[src/sv/swp_pkg.sv]
// ----------------------------------------------------------------------------
// swp_pkg: shared types and constants of the stereo width and pan block
// Register codes, the configuration and pan control words, and the defaults
// for the top-level parameters.
// ----------------------------------------------------------------------------
package swp_pkg;

    localparam int DEF_SAMPLE_WIDTH     = 24;
    localparam int DEF_GAIN_FRAC_BITS   = 12;
    localparam int DEF_SINE_TABLE_DEPTH = 256;
    localparam int DEF_PAN_DEAD_ZONE    = 33;

    localparam int CFG_IDX_W  = 3;
    localparam int CFG_DATA_W = 16;

    // pi/2 in Q30
    localparam logic [63:0] HALF_PI_Q30 = 64'd1686629713;

    // Unity pan gain, Q1.15
    localparam logic [15:0] GAIN_UNITY = 16'h8000;

    typedef enum logic [CFG_IDX_W-1:0] {
        REG_ENABLE       = 3'd0,
        REG_STEREO_WIDTH = 3'd1,
        REG_MID_GAIN     = 3'd2,
        REG_SIDE_GAIN    = 3'd3,
        REG_PAN_POSITION = 3'd4
    } cfg_reg_e;

    typedef struct packed {
        logic               enable;
        logic [15:0]        stereo_width;
        logic [15:0]        mid_gain;
        logic [15:0]        side_gain;
        logic signed [15:0] pan_position;
    } cfg_t;

    typedef struct packed {
        logic        pan_on;
        logic        last;
        logic [15:0] gain_l;
        logic [15:0] gain_r;
    } pan_ctl_t;

endpackage

[src/sv/swp_pan.sv]
// ----------------------------------------------------------------------------
// swp_pan: equal-power pan, stage four and output register
// Scale each side by its table gain if pan_on, round half up, hold the result.
// ----------------------------------------------------------------------------
module swp_pan #(
    parameter int SAMPLE_WIDTH = swp_pkg::DEF_SAMPLE_WIDTH
) (
    input  logic                           clk,
    input  logic                           rst_n,
    input  logic                           in_valid,
    output logic                           in_ready,
    input  logic signed [SAMPLE_WIDTH-1:0] left_mix,
    input  logic signed [SAMPLE_WIDTH-1:0] right_mix,
    input  swp_pkg::pan_ctl_t              pan_ctl,
    output logic                           out_valid,
    input  logic                           out_ready,
    output logic signed [SAMPLE_WIDTH-1:0] left_out,
    output logic signed [SAMPLE_WIDTH-1:0] right_out,
    output logic                           last_out
);
    import swp_pkg::*;

    localparam int SW = SAMPLE_WIDTH;
    localparam logic signed [SW+16:0] RND15 = (SW + 17)'(16384);

    logic                 v4_reg;
    logic                 free4;
    logic signed [SW+16:0] prod_l, prod_r, rnd_l, rnd_r;
    logic signed [SW-1:0] left4_reg, right4_reg, left4_next, right4_next;
    logic                 last4_reg;

    assign free4    = !v4_reg || out_ready;
    assign in_ready = free4;

    always_comb
    begin
        prod_l = left_mix * $signed({1'b0, pan_ctl.gain_l});
        prod_r = right_mix * $signed({1'b0, pan_ctl.gain_r});
        rnd_l  = (prod_l + RND15) >>> 15;
        rnd_r  = (prod_r + RND15) >>> 15;
        if (pan_ctl.pan_on)
        begin
            left4_next  = rnd_l[SW-1:0];
            right4_next = rnd_r[SW-1:0];
        end
        else
        begin
            left4_next  = left_mix;
            right4_next = right_mix;
        end
    end

    always_ff @(posedge clk or negedge rst_n)
    begin
        if (!rst_n)
        begin
            v4_reg <= 1'b0;
        end
        else if (free4)
        begin
            v4_reg <= in_valid;
        end
    end

    always_ff @(posedge clk)
    begin
        if (free4)
        begin
            left4_reg  <= left4_next;
            right4_reg <= right4_next;
            last4_reg  <= pan_ctl.last;
        end
    end

    assign out_valid = v4_reg;
    assign left_out  = left4_reg;
    assign right_out = right4_reg;
    assign last_out  = last4_reg;

endmodule

[config.mk]
export PLATFORM = sky130hd
export DESIGN_NAME = swp_pan
export DESIGN_NICKNAME = d
export VERILOG_FILES = /design/src/sv/swp_pkg.sv /design/src/sv/swp_pan.sv
export SDC_FILE = /design/constraint.sdc
export NUM_CORES = 2
export LEC_CHECK = 0
export BUFFER_PORTS_ARGS = -buffer_cell sky130_fd_sc_hd__buf_4
export CAP_MARGIN = 20
export CORE_UTILIZATION = 29
export DETAILED_ROUTE_END_ITERATION = 8
export MAX_ROUTING_LAYER = met4
export PLACE_DENSITY = 0.52
export SYNTH_ARGS = -nofsm -noshare
export SYNTH_HDL_FRONTEND = slang
export SYNTH_SLANG_ARGS = --single-unit
[constraint.sdc]
create_clock -name clk -period 3.8 [get_ports clk]
set_clock_uncertainty 0.2 [all_clocks]
set_input_delay 0.38 -clock clk [delete_from_list [all_inputs] [get_ports clk]]
set_output_delay 0.38 -clock clk [all_outputs]
set_load 0.02 [all_outputs]
==> flow_metrics.tcl <==
set metrics [dict create \
    grt_pass1_vias 23800 \
    final_antenna_net_count 0 \
    crit_type "in2reg" \
    fillCellCount 10200 \
    nets 4666 \
    grt.total_usage_pct 16.9 \
    synth_warnings 0 \
    cts_max_level 2 \
    multiInputGateArea_um2 25500 \
    synth_nets 4214 \
    synth_ff_type "edfxtp_1" \
    synth-edff-count 49 \
    slew_headroom_pct 28.8 \
    hp-class "in2reg" \
    cts_buffer_depth 2 \
    core_um2 100000 \
    clk_latency_ns 0.31 \
    num_rows 116 \
    whs_ns 0.0410 \
    drc_errors 0 \
    grt_overflow 0 \
    max_slew.worst_pin.slew_ns 1.07 \
    clk_pin_slew_ns 0.08 \
    vias_per_cell 4.35 \
    cts_tree "done" \
    place_area_um2 35000 \
    cp_max_fo 7 \
    gp_congestion 0.836 \
    rsz0062_at_grt "yes" \
    seq_area_um2 1500 \
    status "finished with violations" \
    hold_violations 0 \
    setup_ws_ns -2.47 \
    syn_area_um2 29300 \
    io_buffers 136 \
    dp.final_hpwl_um 68000 \
    grt_pass1_wl_um 131000 \
    fin_crit_sh_pct 165 \
    setup_violations 48 \
    critPathCaptureType "flop" \
    dr.first_iter.drc_count 803 \
    vias 21500 \
    avgSynthCellArea_um2 9.23 \
    boundaryPins 137 \
    finalMaxSlewViolations 0 \
    die-area_um2 102000 \
    antenna_found_initial 0 \
    cts_sinks 50 \
    synth_largest_area_cell "fa_1" \
    start_util_pct 29.3 \
    drv_cap 0 \
    post_synth_num_cell_types 61 \
    yosysMostFrequentCell "inv_1" \
    synthTopCellsByCount "926 x inv_1, 728 x fa_1, 451 x and2_1" \
    yosysSeqAreaShare_pct 5.11 \
    final_area_um2 37500 \
    worst_ep_required_time_ns 3.75 \
    async_flop_share_pct 2.00 \
    area.growth.synth_to_final_pct 27.9 \
    start_kind "input pin" \
    worstPathArrival_ns 6.22 \
    cts_inserted_buffers 5 \
    period_needed_ns 6.27 \
    place_ws_ns -3.15 \
    yosys.area.top_type_share_pct 49.7 \
    violations "negative setup slack" \
    ys_seq_elements 50 \
    ys_top_cells_by_area "fa_1 50%, inv_1 12%, ha_1 9.6%" \
    route.final.wire_length_um 80200 \
    dr.pass1.iters 5 \
    root_buffer "clkbuf_16" \
    wl_per_cell_um 16.3 \
    drive_above_1_share_pct 25.7 \
    die_w_um 320 \
    dieHeight_um 320 \
    grt_start_max_net_pins 45 \
    timing.fmax_ghz 0.159 \
    synth_cells 3174 \
]
==> metrics by stage <==
| step | utilization (%) | cells | TNS, ns |
|---|---|---|---|
| 4_1_cts | 36.7 | 4905 | -100.85 |
| 2_1_floorplan | - | 3174 | -90.34 |
| 6_report | 37.4 | 4927 | -102.56 |
| 3_5_place_dp | 35.0 | 4860 | -130.17 |
| 3_3_place_gp | 35.0 | 4860 | -130.80 |
| 5_1_grt | 37.4 | 4925 | -109.49 |
==> critical path: stages <==
cell and delay (ns):
buf_16 0.13, buf_8 0.14, and2_4 0.14, fa_2 0.53
inv_2 0.04, fa_2 0.52, fa_1 0.40, inv_1 0.08
fa_2 0.45, fa_1 0.49, inv_1 0.05, fa_1 0.49
inv_2 0.05, ha_4 0.23, and3_4 0.19, o31ai_4 0.23
a21oi_2 0.12, a31oi_4 0.28, nand2_4 0.12, o311ai_4 0.43
a311oi_2 0.18, or3_1 0.37, a31oi_1 0.20
==> cells by family (layout without fill, tap and decap cells) <==
logic type               after synthesis  after routing  share of synthesized area, %
adder cells (fa/ha/maj)              954            954                          59.4
multiplexers                          24             24                         0.914
other                                  0              2                             0
flip-flops                            50             50                          5.11
XOR/XNOR                              56             56                          1.67
AO/OA/AOI/OAI                        143            143                          3.58
AND/OR/NAND/NOR                      899            899                          15.9
buffers and inverters               1048           1501                          13.4
==> layout make-up <==
cell class / instances / area share, %
well taps: 1298 / 4.33
clock buffers: 6 / 0.370
inverters: 927 / 9.30
clock inverters: 2 / 0.0434
flip-flops and latches: 50 / 3.99
repair buffers: 566 / 13.9
diodes: 2 / 0.0134
multi-input cells: 2076 / 68.1
==> metal layers <==
metal / up-vias / track usage [%] / part of all wire [%]
met5: - / - / 0
met3: 33 / 1.73 / 2.8
met2: 228 / 29.3 / 51
met4: 0 / 1.15 / 0.72
met1: 11200 / 22.1 / 45
li1: 10000 / - / -
==> worst paths after layout <==
kind                       slack (ns)                endpoint                  start  depth (start not counted)
setup / recovery                -2.47  left_out[23]$_DFFE_PP_            pan_ctl[21]                         23
hold / removal                   0.04      last_out$_DFFE_PP_            pan_ctl[32]                          1
setup reg to reg                 1.77  right_out[0]$_DFFE_PP_  out_valid$_DFFE_PN0P_                          2
hold reg to reg                  0.98   out_valid$_DFFE_PN0P_  out_valid$_DFFE_PN0P_                          2
max in group asynchronous        3.15   out_valid$_DFFE_PN0P_                  rst_n                          2
min in group asynchronous        0.18   out_valid$_DFFE_PN0P_                  rst_n                          2
==> registers in the layout, summed over array words and instances, names as in the netlist <==
register / flops
last_out: 1
right_out: 24
left_out: 24
out_valid: 1
==> layout by cell type (no fill, tap or decap), drive strengths merged, types with 6 or more instances in the layout <==
cell	n
a21o	16
nand3	10
a21boi	6
clkbuf	6
and2	451
edfxtp	49
a31oi	6
xnor2	37
nor2	29
o31ai	11
a211oi	7
ha	226
xor2	19
inv	928
fa	728
nor3	17
o21a	10
a21oi	29
and3	12
mux2	22
buf	564
o21ai	22
nand2	350
==> what timing repair did <==
| action | in CTS | in global routing |
|---|---|---|
| buffers inserted | 37 | 27 |
| pin swaps | 189 | 138 |
| endpoints found under the setup margin | 48 | 48 |
| hold buffers | 1 | 0 |
| gates cloned | 3 | 0 |
| hold endpoints to repair | 1 | 0 |
| gates resized for setup | 324 | 146 |
Power is not shown: default switching activity piles up to over one toggle a cycle in this logic, so the estimate is an artifact.
